--- config.mk ---
export PLATFORM = sky130hd
export DESIGN_NAME = tempo_tick_beat_clock
export DESIGN_NICKNAME = d
export VERILOG_FILES = /design/src/rtl/tbc_pkg.sv /design/src/rtl/tempo_tick_beat_clock.sv /design/src/rtl/tbc_div.sv /design/src/rtl/tbc_dp.sv /design/src/rtl/tbc_ctrl.sv
export SDC_FILE = /design/constraint.sdc
export NUM_CORES = 1
export LEC_CHECK = 0
export ABC_CLOCK_PERIOD_IN_PS = 7300
export BUFFER_PORTS_ARGS = -buffer_cell sky130_fd_sc_hd__clkbuf_2
export CORE_AREA = 2 2 182 184
export DETAILED_ROUTE_END_ITERATION = 10
export DIE_AREA = 0 0 184 186
export PLACE_DENSITY_LB_ADDON = 0.25
export SLEW_MARGIN = 10
export SYNTH_ARGS = -nofsm -noshare
export SYNTH_HDL_FRONTEND = slang
export SYNTH_SLANG_ARGS = --single-unit
--- constraint.sdc ---
create_clock -name clk_i -period 7.3 [get_ports clk_i]
set_input_delay 0.365 -clock clk_i [delete_from_list [all_inputs] [get_ports clk_i]]
set_output_delay 0.365 -clock clk_i [all_outputs]
set_load 0.03 [all_outputs]
--- src/rtl/tbc_pkg.sv ---
package tbc_pkg;

  // Tempo parameters.
  localparam int TICKS_PER_BAR = 960;
  localparam int BPM_MIN       = 1;
  localparam int BPM_MAX       = 300;
  localparam int US_PER_MIN    = 60000000;
  localparam int QUARTER_TICKS = TICKS_PER_BAR / 4;

  // Field and state widths.
  localparam int MODE_W    = 2;
  localparam int ELAPSED_W = 16;
  localparam int BPM_W     = 10;
  localparam int BPB_W     = 5;
  localparam int IDX_W     = 13;
  localparam int ACC_W     = 32;
  localparam int SUM_W     = ACC_W + 1;

  // Divider widths, derived from the tempo parameters.
  localparam int US_W   = $clog2(US_PER_MIN + 1);
  localparam int DIVR_W = $clog2(BPM_MAX * QUARTER_TICKS + 1);
  localparam int DUR_W  = $clog2(US_PER_MIN / (BPM_MIN * QUARTER_TICKS) + 1);
  localparam int DVS_W  = (DUR_W > DIVR_W) ? DUR_W : DIVR_W;
  localparam int DVD_W  = SUM_W;
  localparam int ITER_W = $clog2(DVD_W + 1);
  localparam int CNT_W  = $clog2(TICKS_PER_BAR);
  localparam int TPB_W  = $clog2(TICKS_PER_BAR + 1);

  // Stream and configuration port widths.
  localparam int IN_TDATA_W  = ((ELAPSED_W + 7) / 8) * 8;
  localparam int OUT_FIELD_W = IDX_W + 3;
  localparam int OUT_TDATA_W = ((OUT_FIELD_W + 7) / 8) * 8;
  localparam int CFG_IDX_W   = 2;
  localparam int CFG_DATA_W  = 10;

  localparam logic [MODE_W-1:0] MODE_ADVANCE = MODE_W'(0);
  localparam logic [MODE_W-1:0] MODE_START   = MODE_W'(1);
  localparam logic [MODE_W-1:0] MODE_STOP    = MODE_W'(2);

  localparam logic [CFG_IDX_W-1:0] REG_TEMPO_BPM     = CFG_IDX_W'(0);
  localparam logic [CFG_IDX_W-1:0] REG_BEATS_PER_BAR = CFG_IDX_W'(1);

  typedef enum logic [1:0] {
    OP_DUR,
    OP_REM,
    OP_SPC,
    OP_BEAT
  } div_op_e;

  typedef enum logic [2:0] {
    ST_IDLE,
    ST_DUR,
    ST_CHK,
    ST_REM,
    ST_SPC,
    ST_BEAT,
    ST_DONE
  } tbc_state_e;

  typedef struct packed {
    logic    cap;
    logic    start;
    div_op_e start_op;
    logic    chk;
    logic    take;
    div_op_e take_op;
    logic    commit;
  } tbc_cmd_t;

  typedef struct packed {
    logic go_adv;
    logic div_busy;
    logic sum_ge;
    logic cnt_neg;
    logic out_free;
  } tbc_sts_t;

endpackage

--- src/rtl/tempo_tick_beat_clock.sv ---
// Tempo clock that turns start, stop and time advance requests into ticks at
// 960 per bar; one tick lasts floor(60000000 / (bpm * 240)) microseconds with
// the tempo clamped to 1..300 bpm, and every request yields exactly one result
// word. Requests are handled one at a time. Start, stop and ignored requests
// use no division; an advance without a tick works out only the tick
// duration, and one that fires a tick also the carried remainder, the beat
// spacing and, but for the first tick after a start, the beat test. All are
// done by a single serial restoring divider, one quotient bit per cycle. The
// result sits in an output register, so the next request is taken while the
// previous result waits.
module tempo_tick_beat_clock (
  input  logic                             clk_i,
  input  logic                             rst_ni,
  input  logic                             s_tvalid_i,
  output logic                             s_tready_o,
  // elapsed_us [15:0]
  input  logic [tbc_pkg::IN_TDATA_W-1:0]   s_tdata_i,
  // mode [1:0]
  input  logic [tbc_pkg::MODE_W-1:0]       s_tuser_i,
  output logic                             m_tvalid_o,
  input  logic                             m_tready_i,
  // tick [0], beat [1], tick_index [14:2], running [15]
  output logic [tbc_pkg::OUT_TDATA_W-1:0]  m_tdata_o,
  input  logic                             cfg_valid_i,
  output logic                             cfg_ready_o,
  input  logic [tbc_pkg::CFG_IDX_W-1:0]    cfg_index_i,
  input  logic [tbc_pkg::CFG_DATA_W-1:0]   cfg_data_i
);

  tbc_pkg::tbc_cmd_t cmd;
  tbc_pkg::tbc_sts_t sts;

  tbc_ctrl u_ctrl (
    .clk_i      (clk_i),
    .rst_ni     (rst_ni),
    .s_tvalid_i (s_tvalid_i),
    .s_tready_o (s_tready_o),
    .sts_i      (sts),
    .cmd_o      (cmd)
  );

  tbc_dp u_dp (
    .clk_i       (clk_i),
    .rst_ni      (rst_ni),
    .cmd_i       (cmd),
    .sts_o       (sts),
    .s_tdata_i   (s_tdata_i),
    .s_tuser_i   (s_tuser_i),
    .m_tvalid_o  (m_tvalid_o),
    .m_tready_i  (m_tready_i),
    .m_tdata_o   (m_tdata_o),
    .cfg_valid_i (cfg_valid_i),
    .cfg_ready_o (cfg_ready_o),
    .cfg_index_i (cfg_index_i),
    .cfg_data_i  (cfg_data_i)
  );

endmodule

--- src/rtl/tbc_div.sv ---
module tbc_div (
  input  logic                        clk_i,
  input  logic                        rst_ni,
  input  logic                        start_i,
  input  logic [tbc_pkg::DVD_W-1:0]   dividend_i,
  input  logic [tbc_pkg::DVS_W-1:0]   divisor_i,
  input  logic [tbc_pkg::ITER_W-1:0]  iters_i,
  output logic                        busy_o,
  output logic [tbc_pkg::DVD_W-1:0]   quot_o,
  output logic [tbc_pkg::DVS_W-1:0]   rem_o
);

  logic [tbc_pkg::ITER_W-1:0] cnt_q, cnt_d;
  logic [tbc_pkg::DVD_W-1:0]  dvd_q, dvd_d;
  logic [tbc_pkg::DVS_W-1:0]  dvs_q, dvs_d;
  logic [tbc_pkg::DVS_W-1:0]  rem_q, rem_d;
  logic [tbc_pkg::DVS_W:0]    shifted;
  logic [tbc_pkg::DVS_W+1:0]  diff;

  // One restoring step per cycle. The dividend arrives left aligned, so after
  // the given number of steps the whole shift register holds the quotient.
  always_comb begin
    shifted = {rem_q, dvd_q[tbc_pkg::DVD_W-1]};
    diff    = {1'b0, shifted} - {2'b00, dvs_q};
    cnt_d   = cnt_q;
    dvd_d   = dvd_q;
    dvs_d   = dvs_q;
    rem_d   = rem_q;
    if (start_i) begin
      cnt_d = iters_i;
      dvd_d = dividend_i;
      dvs_d = divisor_i;
      rem_d = '0;
    end else if (busy_o) begin
      cnt_d = cnt_q - tbc_pkg::ITER_W'(1);
      if (!diff[tbc_pkg::DVS_W+1]) begin
        rem_d = diff[tbc_pkg::DVS_W-1:0];
        dvd_d = {dvd_q[tbc_pkg::DVD_W-2:0], 1'b1};
      end else begin
        rem_d = shifted[tbc_pkg::DVS_W-1:0];
        dvd_d = {dvd_q[tbc_pkg::DVD_W-2:0], 1'b0};
      end
    end
  end

  always_ff @(posedge clk_i or negedge rst_ni) begin
    if (!rst_ni) begin
      cnt_q <= '0;
    end else begin
      cnt_q <= cnt_d;
    end
  end

  always_ff @(posedge clk_i) begin
    dvd_q <= dvd_d;
    dvs_q <= dvs_d;
    rem_q <= rem_d;
  end

  assign busy_o = (cnt_q != '0);
  assign quot_o = dvd_q;
  assign rem_o  = rem_q;

  a_no_restart: assert property (@(posedge clk_i) disable iff (!rst_ni)
    start_i |-> !busy_o)
    else $error("divider restarted while busy");

endmodule

--- src/rtl/tbc_dp.sv ---
module tbc_dp (
  input  logic                             clk_i,
  input  logic                             rst_ni,
  input  tbc_pkg::tbc_cmd_t                cmd_i,
  output tbc_pkg::tbc_sts_t                sts_o,
  input  logic [tbc_pkg::IN_TDATA_W-1:0]   s_tdata_i,
  input  logic [tbc_pkg::MODE_W-1:0]       s_tuser_i,
  output logic                             m_tvalid_o,
  input  logic                             m_tready_i,
  output logic [tbc_pkg::OUT_TDATA_W-1:0]  m_tdata_o,
  input  logic                             cfg_valid_i,
  output logic                             cfg_ready_o,
  input  logic [tbc_pkg::CFG_IDX_W-1:0]    cfg_index_i,
  input  logic [tbc_pkg::CFG_DATA_W-1:0]   cfg_data_i
);

  localparam logic [tbc_pkg::DVD_W-1:0] DUR_DVD =
    tbc_pkg::DVD_W'(tbc_pkg::US_PER_MIN) << (tbc_pkg::DVD_W - tbc_pkg::US_W);
  localparam logic [tbc_pkg::DVD_W-1:0] SPC_DVD =
    tbc_pkg::DVD_W'(tbc_pkg::TICKS_PER_BAR) << (tbc_pkg::DVD_W - tbc_pkg::TPB_W);

  logic [tbc_pkg::BPM_W-1:0]      bpm_q, bpm_d;
  logic [tbc_pkg::BPB_W-1:0]      bpb_q, bpb_d;
  logic                           playing_q, playing_d;
  logic [tbc_pkg::DUR_W-1:0]      carry_q, carry_d;
  logic [tbc_pkg::ACC_W-1:0]      acc_q, acc_d;
  logic [tbc_pkg::IDX_W-1:0]      count_q, count_d;
  logic [tbc_pkg::MODE_W-1:0]     mode_q, mode_d;
  logic [tbc_pkg::ELAPSED_W-1:0]  elapsed_q, elapsed_d;
  logic [tbc_pkg::DUR_W-1:0]      dur_q, dur_d;
  logic [tbc_pkg::DUR_W-1:0]      carry_n_q, carry_n_d;
  logic                           fire_q, fire_d;
  logic                           beat_q, beat_d;
  logic                           m_valid_q, m_valid_d;
  logic [tbc_pkg::OUT_TDATA_W-1:0] m_data_q, m_data_d;

  logic [tbc_pkg::BPM_W-1:0]      bpm_c;
  logic [tbc_pkg::DIVR_W-1:0]     divr;
  logic [tbc_pkg::DVS_W-1:0]      bpb_c;
  logic [tbc_pkg::SUM_W-1:0]      sum;
  logic [tbc_pkg::ACC_W-1:0]      acc_base;
  logic [tbc_pkg::SUM_W-1:0]      acc_sum;
  logic [tbc_pkg::IDX_W-1:0]      count_inc;
  logic [tbc_pkg::TPB_W-1:0]      spc_val;
  logic                           out_free;

  logic                           div_start;
  logic [tbc_pkg::DVD_W-1:0]      div_dvd;
  logic [tbc_pkg::DVS_W-1:0]      div_dvs;
  logic [tbc_pkg::ITER_W-1:0]     div_iters;
  logic                           div_busy;
  logic [tbc_pkg::DVD_W-1:0]      div_quot;
  logic [tbc_pkg::DVS_W-1:0]      div_rem;

  tbc_div u_div (
    .clk_i      (clk_i),
    .rst_ni     (rst_ni),
    .start_i    (div_start),
    .dividend_i (div_dvd),
    .divisor_i  (div_dvs),
    .iters_i    (div_iters),
    .busy_o     (div_busy),
    .quot_o     (div_quot),
    .rem_o      (div_rem)
  );

  always_comb begin
    if (bpm_q < tbc_pkg::BPM_W'(tbc_pkg::BPM_MIN)) begin
      bpm_c = tbc_pkg::BPM_W'(tbc_pkg::BPM_MIN);
    end else if (bpm_q >= tbc_pkg::BPM_W'(tbc_pkg::BPM_MAX)) begin
      bpm_c = tbc_pkg::BPM_W'(tbc_pkg::BPM_MAX);
    end else begin
      bpm_c = bpm_q;
    end
    divr = tbc_pkg::DIVR_W'(bpm_c * tbc_pkg::QUARTER_TICKS);
    if (divr == '0) begin
      divr = tbc_pkg::DIVR_W'(1);
    end
    bpb_c = (bpb_q == '0) ? tbc_pkg::DVS_W'(1) : tbc_pkg::DVS_W'(bpb_q);
    spc_val = (div_quot == '0) ? tbc_pkg::TPB_W'(1) : div_quot[tbc_pkg::TPB_W-1:0];
    sum = {1'b0, acc_q} + tbc_pkg::SUM_W'(carry_q);
  end

  // Divider operand selection: each operation has its own fixed width, so the
  // dividend is aligned by a constant shift.
  always_comb begin
    div_start = cmd_i.start;
    case (cmd_i.start_op)
      tbc_pkg::OP_DUR: begin
        div_dvd   = DUR_DVD;
        div_dvs   = tbc_pkg::DVS_W'(divr);
        div_iters = tbc_pkg::ITER_W'(tbc_pkg::US_W);
      end
      tbc_pkg::OP_REM: begin
        div_dvd   = sum;
        div_dvs   = tbc_pkg::DVS_W'(dur_q);
        div_iters = tbc_pkg::ITER_W'(tbc_pkg::DVD_W);
      end
      tbc_pkg::OP_SPC: begin
        div_dvd   = SPC_DVD;
        div_dvs   = bpb_c;
        div_iters = tbc_pkg::ITER_W'(tbc_pkg::TPB_W);
      end
      tbc_pkg::OP_BEAT: begin
        div_dvd   = tbc_pkg::DVD_W'(count_q[tbc_pkg::CNT_W-1:0])
                    << (tbc_pkg::DVD_W - tbc_pkg::CNT_W);
        div_dvs   = tbc_pkg::DVS_W'(spc_val);
        div_iters = tbc_pkg::ITER_W'(tbc_pkg::CNT_W);
      end
      default: begin
        div_dvd   = '0;
        div_dvs   = tbc_pkg::DVS_W'(1);
        div_iters = '0;
      end
    endcase
  end

  always_comb begin
    bpm_d     = bpm_q;
    bpb_d     = bpb_q;
    mode_d    = mode_q;
    elapsed_d = elapsed_q;
    dur_d     = dur_q;
    carry_n_d = carry_n_q;
    fire_d    = fire_q;
    beat_d    = beat_q;

    if (cfg_valid_i) begin
      case (cfg_index_i)
        tbc_pkg::REG_TEMPO_BPM:     bpm_d = cfg_data_i[tbc_pkg::BPM_W-1:0];
        tbc_pkg::REG_BEATS_PER_BAR: bpb_d = cfg_data_i[tbc_pkg::BPB_W-1:0];
        default: ;
      endcase
    end

    if (cmd_i.cap) begin
      mode_d    = s_tuser_i;
      elapsed_d = s_tdata_i[tbc_pkg::ELAPSED_W-1:0];
      fire_d    = 1'b0;
      beat_d    = 1'b0;
    end

    if (cmd_i.chk) begin
      fire_d = sts_o.sum_ge;
    end

    if (cmd_i.take) begin
      case (cmd_i.take_op)
        tbc_pkg::OP_DUR: begin
          dur_d = (div_quot == '0) ? tbc_pkg::DUR_W'(1) : div_quot[tbc_pkg::DUR_W-1:0];
        end
        tbc_pkg::OP_REM:  carry_n_d = div_rem[tbc_pkg::DUR_W-1:0];
        tbc_pkg::OP_SPC:  beat_d = count_q[tbc_pkg::IDX_W-1] &&
                                   (spc_val == tbc_pkg::TPB_W'(1));
        tbc_pkg::OP_BEAT: beat_d = (div_rem == '0);
        default: ;
      endcase
    end
  end

  // Commit of the item's effect on the clock state, and the result word.
  always_comb begin
    playing_d = playing_q;
    carry_d   = carry_q;
    acc_d     = acc_q;
    count_d   = count_q;
    acc_base  = fire_q ? '0 : acc_q;
    acc_sum   = {1'b0, acc_base} + tbc_pkg::SUM_W'(elapsed_q);
    count_inc = (count_q == tbc_pkg::IDX_W'(tbc_pkg::TICKS_PER_BAR - 1)) ?
                '0 : count_q + tbc_pkg::IDX_W'(1);
    if (cmd_i.commit) begin
      case (mode_q)
        tbc_pkg::MODE_START: begin
          playing_d = 1'b1;
          carry_d   = '0;
          acc_d     = '0;
          count_d   = '1;
        end
        tbc_pkg::MODE_STOP: playing_d = 1'b0;
        tbc_pkg::MODE_ADVANCE: begin
          if (playing_q) begin
            if (fire_q) begin
              carry_d = carry_n_q;
              count_d = count_inc;
            end
            acc_d = acc_sum[tbc_pkg::ACC_W] ? '1 : acc_sum[tbc_pkg::ACC_W-1:0];
          end
        end
        default: ;
      endcase
    end

    out_free  = !m_valid_q || m_tready_i;
    m_valid_d = cmd_i.commit ? 1'b1 : (m_tready_i ? 1'b0 : m_valid_q);
    m_data_d  = m_data_q;
    if (cmd_i.commit) begin
      m_data_d = '0;
      m_data_d[0] = fire_q;
      m_data_d[1] = beat_q;
      m_data_d[tbc_pkg::IDX_W+1:2] = count_d;
      m_data_d[tbc_pkg::IDX_W+2] = playing_d;
    end
  end

  always_ff @(posedge clk_i or negedge rst_ni) begin
    if (!rst_ni) begin
      bpm_q     <= tbc_pkg::BPM_W'(120);
      bpb_q     <= tbc_pkg::BPB_W'(4);
      playing_q <= 1'b0;
      carry_q   <= '0;
      acc_q     <= '0;
      count_q   <= '1;
      fire_q    <= 1'b0;
      beat_q    <= 1'b0;
      m_valid_q <= 1'b0;
    end else begin
      bpm_q     <= bpm_d;
      bpb_q     <= bpb_d;
      playing_q <= playing_d;
      carry_q   <= carry_d;
      acc_q     <= acc_d;
      count_q   <= count_d;
      fire_q    <= fire_d;
      beat_q    <= beat_d;
      m_valid_q <= m_valid_d;
    end
  end

  always_ff @(posedge clk_i) begin
    mode_q    <= mode_d;
    elapsed_q <= elapsed_d;
    dur_q     <= dur_d;
    carry_n_q <= carry_n_d;
    m_data_q  <= m_data_d;
  end

  always_comb begin
    sts_o.go_adv   = (s_tuser_i == tbc_pkg::MODE_ADVANCE) && playing_q;
    sts_o.div_busy = div_busy;
    sts_o.sum_ge   = (sum >= tbc_pkg::SUM_W'(dur_q));
    sts_o.cnt_neg  = count_q[tbc_pkg::IDX_W-1];
    sts_o.out_free = out_free;
  end

  assign cfg_ready_o = 1'b1;
  assign m_tvalid_o  = m_valid_q;
  assign m_tdata_o   = m_data_q;

  a_count_range: assert property (@(posedge clk_i) disable iff (!rst_ni)
    (count_q[tbc_pkg::IDX_W-1] && (&count_q)) ||
    (!count_q[tbc_pkg::IDX_W-1] && (count_q < tbc_pkg::IDX_W'(tbc_pkg::TICKS_PER_BAR))))
    else $error("tick counter out of range");

  a_rem_on_tick: assert property (@(posedge clk_i) disable iff (!rst_ni)
    (cmd_i.take && (cmd_i.take_op == tbc_pkg::OP_REM)) |-> fire_q)
    else $error("carry remainder taken without a tick");

endmodule

--- src/rtl/tbc_ctrl.sv ---
module tbc_ctrl (
  input  logic               clk_i,
  input  logic               rst_ni,
  input  logic               s_tvalid_i,
  output logic               s_tready_o,
  input  tbc_pkg::tbc_sts_t  sts_i,
  output tbc_pkg::tbc_cmd_t  cmd_o
);

  tbc_pkg::tbc_state_e state_q, state_d;

  always_ff @(posedge clk_i or negedge rst_ni) begin
    if (!rst_ni) begin
      state_q <= tbc_pkg::ST_IDLE;
    end else begin
      state_q <= state_d;
    end
  end

  always_comb begin
    state_d    = state_q;
    s_tready_o = 1'b0;
    cmd_o      = '0;
    case (state_q)
      tbc_pkg::ST_IDLE: begin
        s_tready_o = 1'b1;
        if (s_tvalid_i) begin
          cmd_o.cap = 1'b1;
          if (sts_i.go_adv) begin
            cmd_o.start    = 1'b1;
            cmd_o.start_op = tbc_pkg::OP_DUR;
            state_d        = tbc_pkg::ST_DUR;
          end else begin
            state_d = tbc_pkg::ST_DONE;
          end
        end
      end
      tbc_pkg::ST_DUR: begin
        if (!sts_i.div_busy) begin
          cmd_o.take    = 1'b1;
          cmd_o.take_op = tbc_pkg::OP_DUR;
          state_d       = tbc_pkg::ST_CHK;
        end
      end
      tbc_pkg::ST_CHK: begin
        cmd_o.chk = 1'b1;
        if (sts_i.sum_ge) begin
          cmd_o.start    = 1'b1;
          cmd_o.start_op = tbc_pkg::OP_REM;
          state_d        = tbc_pkg::ST_REM;
        end else begin
          state_d = tbc_pkg::ST_DONE;
        end
      end
      tbc_pkg::ST_REM: begin
        if (!sts_i.div_busy) begin
          cmd_o.take     = 1'b1;
          cmd_o.take_op  = tbc_pkg::OP_REM;
          cmd_o.start    = 1'b1;
          cmd_o.start_op = tbc_pkg::OP_SPC;
          state_d        = tbc_pkg::ST_SPC;
        end
      end
      tbc_pkg::ST_SPC: begin
        if (!sts_i.div_busy) begin
          cmd_o.take    = 1'b1;
          cmd_o.take_op = tbc_pkg::OP_SPC;
          // Before the first tick the beat follows from the spacing alone.
          if (sts_i.cnt_neg) begin
            state_d = tbc_pkg::ST_DONE;
          end else begin
            cmd_o.start    = 1'b1;
            cmd_o.start_op = tbc_pkg::OP_BEAT;
            state_d        = tbc_pkg::ST_BEAT;
          end
        end
      end
      tbc_pkg::ST_BEAT: begin
        if (!sts_i.div_busy) begin
          cmd_o.take    = 1'b1;
          cmd_o.take_op = tbc_pkg::OP_BEAT;
          state_d       = tbc_pkg::ST_DONE;
        end
      end
      tbc_pkg::ST_DONE: begin
        if (sts_i.out_free) begin
          cmd_o.commit = 1'b1;
          state_d      = tbc_pkg::ST_IDLE;
        end
      end
      default: state_d = tbc_pkg::ST_IDLE;
    endcase
  end

  a_commit_free: assert property (@(posedge clk_i) disable iff (!rst_ni)
    cmd_o.commit |-> sts_i.out_free)
    else $error("result committed into a full output register");

  a_accept_leaves_idle: assert property (@(posedge clk_i) disable iff (!rst_ni)
    (s_tvalid_i && s_tready_o) |=> (state_q != tbc_pkg::ST_IDLE))
    else $error("request accepted but controller stayed idle");

endmodule

After elaboration in Yosys (flattened, before gate mapping)
Cells that the tools add are included.
Widths: inputs -> output; s select.
{"block": "totals", "reg_bits": 230, "input_bits": 35, "out_inout_bits": 19, "wordCells": 141}
{"block": "op_classes", "addsub": 5, "multipliers": 1, "order_cmp": 3, "eq_ne": 25, "muxes": 61, "reduce_logical": 27}
{"operator": "$pmux 33 s4", "n": 1}
{"operator": "$mux 32", "n": 3}
{"operator": "$pmux 18 s4", "n": 1}
{"operator": "$mux 33", "n": 2}
{"operator": "$pmux 32 s2", "n": 1}
{"operator": "$mux 18", "n": 3}
{"operator": "$mux 13", "n": 4}
{"operator": "$mux 3", "n": 16}
{"operator": "$pmux 18 s2", "n": 1}
{"operator": "$add 32x16->33", "n": 1}
{"operator": "$add 32x18->33", "n": 1}
{"operator": "$ge 33x18->1", "n": 1}
{"operator": "$logic_not 33->1", "n": 1}
{"operator": "$mux 10", "n": 3}
{"operator": "$pmux 13 s2", "n": 1}
{"operator": "$pmux 3 s4", "n": 2}
{"operator": "$pmux 3 s7", "n": 1}
{"operator": "$sub 19x18->20", "n": 1}
{"operator": "$logic_not 18->1", "n": 1}
{"operator": "$pmux 6 s3", "n": 1}
{"operator": "$logic_not 17->1", "n": 1}
{"operator": "$mux 17", "n": 1}
{"operator": "$add 13x1->13 const B", "n": 1}
{"operator": "$eq 13x10->1 const B", "n": 1}
{"operator": "31 further kinds", "n": 72}

Depth between registers and ports, before layout
Gate-level depths: netlist of the first run.
{"block": "logic_depth", "depth_word": 9, "mapped_depth": 23, "ltp_nobuf": 21}

Modules after synthesis
Synthesis of the first run repeated with hierarchy kept, for this count alone.
{"block": "unflattened", "cells_unflattened": 1533, "area_unflattened_um2": 15028.2}
{"module": "tbc_dp", "n_inst": 1, "cells_each": 1111, "area_per_inst_um2": 10553.9, "seq_area_each_um2": 4176.5}
{"module": "tbc_div", "n_inst": 1, "cells_each": 377, "area_per_inst_um2": 4117.7, "seq_area_each_um2": 2042.0}
{"module": "tbc_ctrl", "n_inst": 1, "cells_each": 45, "area_per_inst_um2": 356.6, "seq_area_each_um2": 75.1}

Worst setup path after synthesis of the first run
No wires, ideal clock.
{"block": "synth_timing", "path_kind": "register to register", "start": "register u_dp.acc_q[6] (netlist name)", "end": "register u_dp.u_div.dvd_q (netlist bit u_dp.u_div.quot_o[0]), enable pin", "setup_ps": 571, "t_arrival_ps": 4885, "required_ps": 6729, "slack_ps": 1844, "stages_incl_launch_ff": 20, "n_path_buf": 2, "synth_period_minus_slack_ps": 5456, "path_cell_list": "dfrtp_1 ha_1 a2111o_1 o311a_1 and2_4 a21oi_1 o21ai_0 a211oi_1 xnor2_1 ha_1 and3_1 a41oi_1 o211ai_1 a21oi_1 nand4_2 or4b_1 buf_6 nand2_8 buf_2 nand3_1"}
{"block": "synth_via", "elab_chain_cells": 5}
{"element": "start: declaration", "line": "tbc_dp.sv:26", "source": "logic [tbc_pkg::ACC_W-1:0] acc_q, acc_d;"}
{"element": "start signal: assignment", "line": "tbc_dp.sv:211", "source": "acc_q <= '0;"}
{"element": "start signal: assignment", "line": "tbc_dp.sv:221", "source": "acc_q <= acc_d;"}
{"element": "$add 32x18->33", "line": "tbc_dp.sv:81", "source": "sum = {1'b0, acc_q} + tbc_pkg::SUM_W'(carry_q);"}
{"element": "$ge 33x18->1", "line": "tbc_dp.sv:240", "source": "sts_o.sum_ge = (sum >= tbc_pkg::SUM_W'(dur_q));"}
{"element": "$mux 3", "line": "tbc_ctrl.sv:47", "source": "if (sts_i.sum_ge) begin"}
{"element": "$pmux 3 s4", "line": "tbc_ctrl.sv:24", "source": "case (state_q)"}
{"element": "$reduce_bool 2->1 (no source line)"}
{"element": "end signal: assignment", "line": "tbc_div.sv:55", "source": "dvd_q <= dvd_d;"}
{"element": "end: declaration", "line": "tbc_div.sv:14", "source": "logic [tbc_pkg::DVD_W-1:0] dvd_q, dvd_d;"}
No other way between the ends.
A chain may end at the register's enable or synchronous reset.

Final worst setup path of the first run
{"block": "layout_timing", "start": "register u_dp.acc_q[6] (netlist name)", "end": "register u_dp.u_div.dvd_q (netlist bit u_dp.u_div.quot_o[20]), enable pin"}
Same word-level chain as after synthesis.

==> impl_metrics.json, run 1 <==
{
  "critPathMaxFanout": 29,
  "num_rows": 66,
  "p_per_area_nw_per_um2": 398,
  "clk_pin_slew_ns": 0.06,
  "hold_start": "cfg_data_i[7]",
  "layout-drive-gt1-share_pct": 11.4,
  "cts_hold_buf": 23,
  "drv_cap": 0,
  "cts_tree": "built",
  "vias": 11800,
  "cts_resized": 0,
  "status": "finished clean",
  "grt-ovfl-total": 0,
  "slowest_stage": "or4b_1",
  "routed_wl_um": 38100,
  "diodes": 0,
  "synth_seq_area_share_pct": 43.0,
  "crit-reg2reg-launch": "u_dp.acc_q[6]",
  "min_to": "u_dp.bpm_q[7]",
  "end_kind": "flop",
  "max_freq_ghz": 0.187,
  "clock_skew_ns": 0.0572,
  "crit_type": "flop to flop",
  "synth_cell_types": 83,
  "yosys.area.top_type": "edfxtp_1",
  "syn_avg_cell_area_um2": 9.49,
  "dieHeight_um": 186,
  "fin_crit_sh_pct": 73.4,
  "antenna_left": 0,
  "drc": 0,
  "worst_slew_pin_slew_ns": 1.02,
  "drt_iter0_drc": 915,
  "synth_edf_count": 121,
  "globalplace.congestion": 0.895,
  "grt_first_pass_wirelength_um": 61100,
  "worstSetupStartpointType": "flop",
  "core_um2": 32200,
  "cts_root_buffer": "clkbuf_16",
  "peakVddDrop_mv": 0.287,
  "synthArstFlopShare_pct": 39.6,
  "hp-class": "input pin to flop",
  "clockBufferDepth": 3,
  "fin_hold_ws_ns": 0.0235,
  "cp_slowest_stage_delay_ns": 0.53,
  "synth_ff_type": "edfxtp_1",
  "area_delta_synth_final_pct": 12.8,
  "grt_pass1_vias": 11200,
  "antenna_found_initial": 0,
  "leakage_uw": 0.00708,
  "routed_via_density": 5.85,
  "drt_first_pass_iters": 5,
  "die_w_um": 184,
  "placed_cells": 1943,
  "synth_area_um2": 14700,
  "track_usage_pct": 22.5,
  "ff2ff_path_depth": 19,
  "clk_latency_ns": 0.60,
  "rrSetupSlack_ns": 1.94,
  "wl_per_cell_um": 18.9,
  "cts_buffers": 28,
  "arrival_ns": 5.67,
  "layout.nets": 1733,
  "post_cts_buffers": 0,
  "reg2reg_to": "u_dp.u_div.quot_o[20]",
  "cp_data_required_time_ns": 7.61,
  "ioPinCount": 54,
  "ys_seq_elements": 230,
  "grt_max_degree": 60,
  "slew_headroom_pct": 32.2,
  "synthCells": 1544,
  "start_util_pct": 45.5,
  "synth.most_common_cell": "nand2_1",
  "dp_hpwl_um": 27900,
  "dieArea_um2": 34200,
  "synthTopCellsByCount": "nand2_1, o21ai_0, edfxtp_1",
  "synthTopCellsByArea": "edfxtp_1, dfrtp_1, ha_1, o21ai_0, nand2_1",
  "fillers": 2933,
  "hold_viol_final": 0,
  "cp_cell_sequence": "ha_1 > a2111oi_0 > o21ai_1 > and2_4 > a21oi_1 > o21ai_0 > a211oi_1 > xnor2_1 > ha_1 > and3_1 > a41oi_1 > o211ai_1 > a21oi_1 > nand4_2 > or4b_1 > buf_4 > nand2_8 > nand3_1 > buf_4",
  "fin_util_pct": 51.3,
  "yosysTopAreaCellShare_pct": 24.8,
  "period_minus_slack_ns": 5.36,
  "final_cells": 2018,
  "whs_path_depth": 2,
  "setup_viol": 0,
  "slew_violations": 0,
  "rsz0062_at_grt": "false",
  "portBuffers": 52,
  "h-tree-depth": 1,
  "synth-warning-count": 0,
  "timing.setup.tns_ns": 0,
  "cts_sinks": 230
}
## flip-flops by register name (all words and copies together) (netlist names), 10 cells and up
register           count
u_dp.u_div.quot_o     33
u_dp.acc_q            32
u_dp.carry_n_q        18
u_dp.carry_q          18
u_dp.dur_q            18
u_dp.u_div.dvs_q      18
u_dp.u_div.rem_o      18
u_dp.elapsed_q        16
u_dp.m_tdata_o        16
u_dp.count_q          13
u_dp.bpm_q            10
## final cells by class
cell class | count | area, um^2 | area share (%)
flip-flops and latches | 230 | 6290 | 38.1
repair buffers | 91 | 613 | 3.71
clock inverters | 17 | 254 | 1.54
clock buffers | 35 | 801 | 4.85
multi-input cells | 1129 | 7650 | 46.3
well taps | 408 | 510 | 3.09
inverters | 108 | 405 | 2.45
## power by group
part           switching, uW  leakage (uW)  internal [uW]
registers                361       0.00248           1850
logic                   1630       0.00410           1180
clock network            592      0.000513            964
total                   2590       0.00708           3990
## critical path: cells and delay by family (launching register included)
family          cells  cell delay, ns
buf+inv             2            0.59
simple gates        6            1.49
compound gates      8            1.74
fa+ha+maj           2            0.66
xor+xnor            1            0.21
flops               1            0.40
## placed cells by master (no fill, tap or decap), types with 51 or more instances in the layout
master	netlist	routed
nor2_1	88	88
edfxtp_1	121	121
nand3_1	62	62
inv_1	107	107
a21oi_1	85	85
clkbuf_2	0	51
o21ai_0	133	133
ha_1	90	90
dfrtp_1	73	73
nand2_1	161	161
## worst max-delay path by stage
stage,start,endpoint,slack [ns]
after floorplan,u_dp.acc_q[6],u_dp.u_div.quot_o[0],1.84
after global placement,u_dp.acc_q[0],u_dp.u_div.quot_o[31],2.03
after detailed placement,u_dp.acc_q[0],u_dp.u_div.quot_o[32],1.92
after CTS,u_dp.bpm_q[2],u_dp.u_div.dvs_q[6],1.98
after global routing,u_dp.acc_q[6],u_dp.u_div.quot_o[20],1.53
final,u_dp.acc_q[6],u_dp.u_div.quot_o[20],1.94
## routing by layer
metal	vias to the layer above	part of all wire [%]	track usage (%)	wire, um
met2	332	45	35.5	17100
met5	-	0	0	0
li1	5703	-	-	-
met1	5725	47	32.1	17900
met3	51	5.8	3.85	2200
met4	0	2.4	6.05	933
## cells by family after synthesis
kind of cell	share of synthesized area (%)
other	0.0513
buffers and inverters	5.04
flip-flops	43.0
AO/OA/AOI/OAI	17.8
XOR/XNOR	3.83
multiplexers	2.81
adder cells (fa/ha/maj)	10.4
AND/OR/NAND/NOR	17.1
## through the flow
stage          cell area [um^2]  setup WS (ns)  power (uW)
2_1_floorplan             14700           1.84        4290
5_1_grt                   16500           1.53        7060
4_1_cts                   16500           1.98        6580
6_report                  16500           1.94        6580
3_5_place_dp              15200           1.92        4990
3_3_place_gp              15200           2.03        4920
Note: power is estimated with default switching activity, not from simulation.
==> inputs of run 2 (changes only) <==
Settings changed: ABC_CLOCK_PERIOD_IN_PS 7300 to 4800.
Clock period 7.3 ns to 4.8 ns, I/O delays scaled along.
==> run 2 against run 1 <==
Effect of this change: the flow now finishes with violations (setup timing); non-clock buffer count up 116; clock power increased by 34%; critical path type unchanged; final cell count up 5.6%; wire length grew 5.8%.
==> impl_metrics.json, run 2 (same netlist as run 1, synthesis figures left out) <==
{
  "grt_max_degree": 48,
  "rsz0062_at_grt": "true",
  "period_minus_slack_ns": 4.82,
  "dieHeight_um": 186,
  "hold_start": "s_tvalid_i",
  "slew_headroom_pct": 29.7,
  "routed_via_density": 5.83,
  "worst_slew_pin_slew_ns": 1.06,
  "dieArea_um2": 34200,
  "setup_viol": 5,
  "layout.nets": 1849,
  "ioPinCount": 54,
  "track_usage_pct": 23.0,
  "dp_hpwl_um": 28500,
  "hp-class": "input pin to flop",
  "drc": 0,
  "min_to": "u_dp.beat_q",
  "hold_viol_final": 0,
  "drt_iter0_drc": 1165,
  "worstSetupStartpointType": "flop",
  "num_rows": 66,
  "crit-reg2reg-launch": "u_dp.acc_q[0]",
  "die_w_um": 184,
  "antenna_found_initial": 0,
  "final_cell_mix": "nand2_1, edfxtp_1, o21ai_0",
  "wl_per_cell_um": 18.9,
  "clk_pin_slew_ns": 0.06,
  "diodes": 0,
  "critPathMaxFanout": 6,
  "grt_pass1_vias": 12000,
  "leakage_uw": 0.00779,
  "globalplace.congestion": 0.893,
  "grt-ovfl-total": 0,
  "routed_wl_um": 40300,
  "area_delta_synth_final_pct": 22.4,
  "clockBufferDepth": 3,
  "timing.setup.tns_ns": -0.0334,
  "start_util_pct": 45.5,
  "antenna_left": 0,
  "drt_first_pass_iters": 6,
  "grt_first_pass_wirelength_um": 62700,
  "cts_tree": "built",
  "max_freq_ghz": 0.208,
  "reg2reg_to": "u_dp.u_div.dvs_q[4]",
  "largest_reg_flops": 33,
  "layout_commonest_cell": "nand2_1",
  "whs_path_depth": 4,
  "arrival_ns": 5.13,
  "status": "finished with violations",
  "cts_root_buffer": "clkbuf_16",
  "h-tree-depth": 1,
  "end_kind": "flop",
  "fin_util_pct": 55.7,
  "crit_type": "flop to flop",
  "peakVddDrop_mv": 0.404,
  "setup_slack_ns": -0.0163,
  "drv_cap": 0,
  "cp_data_required_time_ns": 5.12,
  "fillers": 2812,
  "clock_skew_ns": 0.0392,
  "layout-drive-gt1-share_pct": 20.8,
  "rrSetupSlack_ns": -0.02,
  "placed_cells": 2019,
  "slew_violations": 0,
  "p_per_area_nw_per_um2": 614,
  "clk_latency_ns": 0.57,
  "fin_crit_sh_pct": 100,
  "core_um2": 32200,
  "cts_buffers": 26,
  "vias": 12400,
  "final_cells": 2132,
  "cts_sinks": 230,
  "ff2ff_path_depth": 22,
  "violations": "setup timing",
  "portBuffers": 52
}
-- run 2: repair_timing --
item / CTS / global route
hold buffers: 30 / 0
buffers inserted: 8 / 17
pin swaps: 15 / 46
hold endpoints to repair: 62 / 0
cloned: 1 / 11
gates resized for setup: 20 / 99
endpoints found under the setup margin: 115 / 129
-- run 2: cell type report --
| type | count | area, um^2 | area share (%) |
|---|---|---|---|
| Sequential cell | 230 | 6290 | 35.1 |
| Multi-Input combinational cell | 1131 | 8070 | 45.0 |
| Timing Repair Buffer | 207 | 1750 | 9.75 |
| Tap cell | 408 | 510 | 2.85 |
| Clock buffer | 40 | 806 | 4.49 |
| Clock inverter | 8 | 101 | 0.565 |
| Inverter | 108 | 405 | 2.26 |
-- run 2: where the power goes --
| group | total [uW] | internal (uW) | switching (uW) |
|---|---|---|---|
| logic | 5570 | 2680 | 2880 |
| clock network | 2090 | 1260 | 831 |
| registers | 3350 | 2810 | 533 |
| total | 11000 | 6760 | 4250 |
-- run 2: worst max-delay path by stage --
stage / start / endpoint / slack, ns / depth (start not counted)
after detailed placement: u_dp.bpm_q[2] / u_dp.u_div.dvs_q[5] / -0.16 / 17
after global placement: u_dp.acc_q[6] / u_dp.u_div.dvs_q[6] / -0.11 / 18
after floorplan: u_dp.bpm_q[2] / u_dp.u_div.dvs_q[5] / 0.006 / 20
final: u_dp.acc_q[0] / u_dp.u_div.dvs_q[4] / -0.02 / 22
after global routing: u_dp.bpm_q[3] / u_dp.u_div.dvs_q[5] / -0.23 / 19
after CTS: u_dp.acc_q[0] / u_dp.u_div.dvs_q[4] / 0.005 / 23
-- run 2: worst max-delay path, stage by stage (launching register included) --
cell      delay (ns)
dfrtp_1         0.37
ha_2            0.20
inv_2           0.04
fa_2            0.34
nor2b_2         0.13
o21ai_1         0.08
nand2b_1        0.11
buf_4           0.11
xor2_1          0.21
buf_4           0.17
ha_1            0.24
and3_1          0.15
a211oi_1        0.26
o21ai_0         0.17
a31oi_1         0.22
buf_4           0.15
o211ai_1        0.11
a21oi_2         0.14
nand4_2         0.14
or4b_4          0.59
buf_12          0.18
nand2_8         0.10
mux2_2          0.35
-- run 2: through the flow --
step | total power (uW) | instance area (um^2) | hold slack (ns) | setup slack [ns]
after floorplan | 6530 | 14700 | -0.0556 | 0.00593
after global placement | 7870 | 15900 | 0.296 | -0.106
after detailed placement | 7970 | 15900 | 0.296 | -0.164
after CTS | 10300 | 17200 | 0.0957 | 0.00545
after global routing | 11700 | 17900 | 0.160 | -0.231
final | 11000 | 17900 | 0.134 | -0.0163
-- run 2: metal layers --
| layer | GRT usage (%) | part of all wire, % | up-vias |
|---|---|---|---|
| met5 | 0 | 0 | - |
| met4 | 6.72 | 3.1 | 0 |
| met1 | 32.1 | 46 | 5944 |
| li1 | - | - | 5933 |
| met3 | 3.27 | 6.1 | 85 |
| met2 | 37.3 | 45 | 462 |
==> inputs of run 3 (changes only) <==
Settings changed: ABC_CLOCK_PERIOD_IN_PS 4800 to 5900, CORE_AREA 2 2 182 184 to 2 2 167 169, CTS_BUF_LIST from default to sky130_fd_sc_hd__clkbuf_2, DIE_AREA 0 0 184 186 to 0 0 169 171.
Clock period 4.8 ns to 5.9 ns, I/O delays scaled along.
==> run 3 against run 2 <==
Effect of this change: largest power group unchanged; critical endpoint is now u_dp.u_div.dvs_q[6]; final cell count is 4.3% lower; the flow now finishes without violations; first-iteration DRC count is 11% lower; clock skew is 0.026 ns higher.
==> impl_metrics.json, run 3 (same netlist as run 1, synthesis figures left out) <==
{
  "drt_iter0_drc": 1033,
  "slowest_stage": "fa_1",
  "hold_start": "s_tuser_i[0]",
  "p_per_area_nw_per_um2": 453,
  "antenna_found_initial": 1,
  "area_delta_synth_final_pct": 10.7,
  "drt_first_pass_iters": 6,
  "routed-wl-met3_um": 2610,
  "die_w_um": 169,
  "vias": 12200,
  "critical_path_depth": 20,
  "end_kind": "flop",
  "critPathTopFamily": "adder cells",
  "clk_pin_slew_ns": 0.11,
  "cp_cell_sequence": "a21o_1 > a211o_1 > a21oi_1 > nor2b_1 > inv_1 > fa_1 > inv_1 > fa_1 > inv_1 > ha_1 > inv_1 > o21bai_1 > and4_1 > nor3_1 > nor2_1 > xnor2_1 > and4b_1 > nand3_1 > a32o_1 > mux2_2",
  "wl_per_cell_um": 18.4,
  "grt_max_degree": 55,
  "met2_wirelength_um": 17100,
  "final_cell_area_um2": 16200,
  "h-tree-depth": 2,
  "highest_layer": "met4",
  "slew_headroom_pct": 26.1,
  "cts_tree": "built",
  "place_ws_ns": 0.571,
  "largest_reg_flops": 33,
  "portBuffers": 52,
  "peakVddDrop_mv": 0.342,
  "num_rows": 61,
  "dieHeight_um": 171,
  "setup_viol": 0,
  "crit-reg2reg-launch": "u_dp.bpm_q[2]",
  "dp_hpwl_um": 27300,
  "core_um2": 27300,
  "slew_violations": 0,
  "period_minus_slack_ns": 5.33,
  "routed_via_density": 5.95,
  "wl_met1_um": 16900,
  "hp-class": "input pin to flop",
  "rrSetupSlack_ns": 0.57,
  "layout.nets": 1787,
  "ioPinCount": 54,
  "clk_latency_ns": 0.88,
  "timing.setup.tns_ns": 0,
  "leakage_uw": 0.00712,
  "worst_slew_pin_slew_ns": 1.11,
  "hold_viol_final": 0,
  "cts_resized": 0,
  "ff2ff_path_depth": 20,
  "fin_hold_ws_ns": 0.149,
  "status": "finished clean",
  "final_cell_mix": "nand2_1, clkbuf_2, o21ai_0",
  "cts_sinks": 230,
  "setup_slack_ns": 0.569,
  "cts_root_buffer": "clkbuf_2",
  "grt_pass1_vias": 11900,
  "track_usage_pct": 26.8,
  "clock_skew_ns": 0.0652,
  "drc": 0,
  "grt-ovfl-total": 0,
  "layout_commonest_cell": "nand2_1",
  "worstSetupStartpointType": "flop",
  "arrival_ns": 5.96,
  "reg2reg_to": "u_dp.u_div.dvs_q[6]",
  "globalplace.congestion": 0.917,
  "clockBufferDepth": 3,
  "whs_path_depth": 2,
  "crit_top_cell": "inv_1",
  "min_to": "u_dp.mode_q[0]",
  "antenna_left": 0,
  "rsz0062_at_grt": "false",
  "layout-drive-gt1-share_pct": 14.2,
  "routed_wl_um": 37600,
  "fin_crit_sh_pct": 90.4,
  "path_buf_inv": 4,
  "start_util_pct": 53.6,
  "crit_type": "flop to flop",
  "cts_buffers": 61,
  "cp_slowest_stage_delay_ns": 0.56,
  "grt_first_pass_wirelength_um": 61800,
  "dieArea_um2": 28900,
  "cp_data_required_time_ns": 6.53,
  "critPathMaxFanout": 6,
  "place_area_um2": 15200,
  "drv_cap": 0,
  "max_freq_ghz": 0.188
}
## run 3: power by group
part	internal (uW)	total [uW]	switching, uW
registers	2290	2740	456
logic	1470	3450	1980
clock network	475	1150	679
## run 3: final cells by class
| type | instances | area [um^2] |
|---|---|---|
| diodes | 1 | 2.50 |
| clock buffers | 95 | 475 |
| clock inverters | 20 | 111 |
| fillers | 2425 | 11100 |
| inverters | 108 | 405 |
| multi-input cells | 1129 | 7650 |
| flip-flops and latches | 230 | 6290 |
| well taps | 346 | 433 |
| repair buffers | 112 | 838 |
## run 3: timing repair
action,in CTS,in global routing
hold buffers,41,0
buffers inserted,0,0
endpoints found under the hold margin,77,0
## run 3: through the flow
stage | power [uW] | std cells | utilization [%]
2_1_floorplan | 5310 | 1547 | -
3_3_place_gp | 6040 | 1884 | 55.6
3_5_place_dp | 6140 | 1884 | 55.6
4_1_cts | 7360 | 2040 | 59.3
5_1_grt | 7970 | 2041 | 59.3
6_report | 7350 | 2041 | 59.3
## run 3: how the worst max path moves through the flow
stage / startpoint / to / slack, ns
after floorplan: u_dp.acc_q[6] / u_dp.u_div.quot_o[0] / 0.44
after global placement: u_dp.bpm_q[2] / u_dp.u_div.dvs_q[5] / 0.72
after detailed placement: u_dp.bpm_q[2] / u_dp.u_div.dvs_q[6] / 0.57
after CTS: u_dp.bpm_q[2] / u_dp.u_div.dvs_q[6] / 0.56
after global routing: u_dp.acc_q[6] / u_dp.u_div.quot_o[31] / 0.18
final: u_dp.bpm_q[2] / u_dp.u_div.dvs_q[6] / 0.57
## run 3: routing by layer
metal | track usage (%) | vias to the layer above
met1 | 37.5 | 5767
met5 | 0 | -
met4 | 8.70 | 0
li1 | - | 5852
met3 | 4.26 | 58
met2 | 42.8 | 476
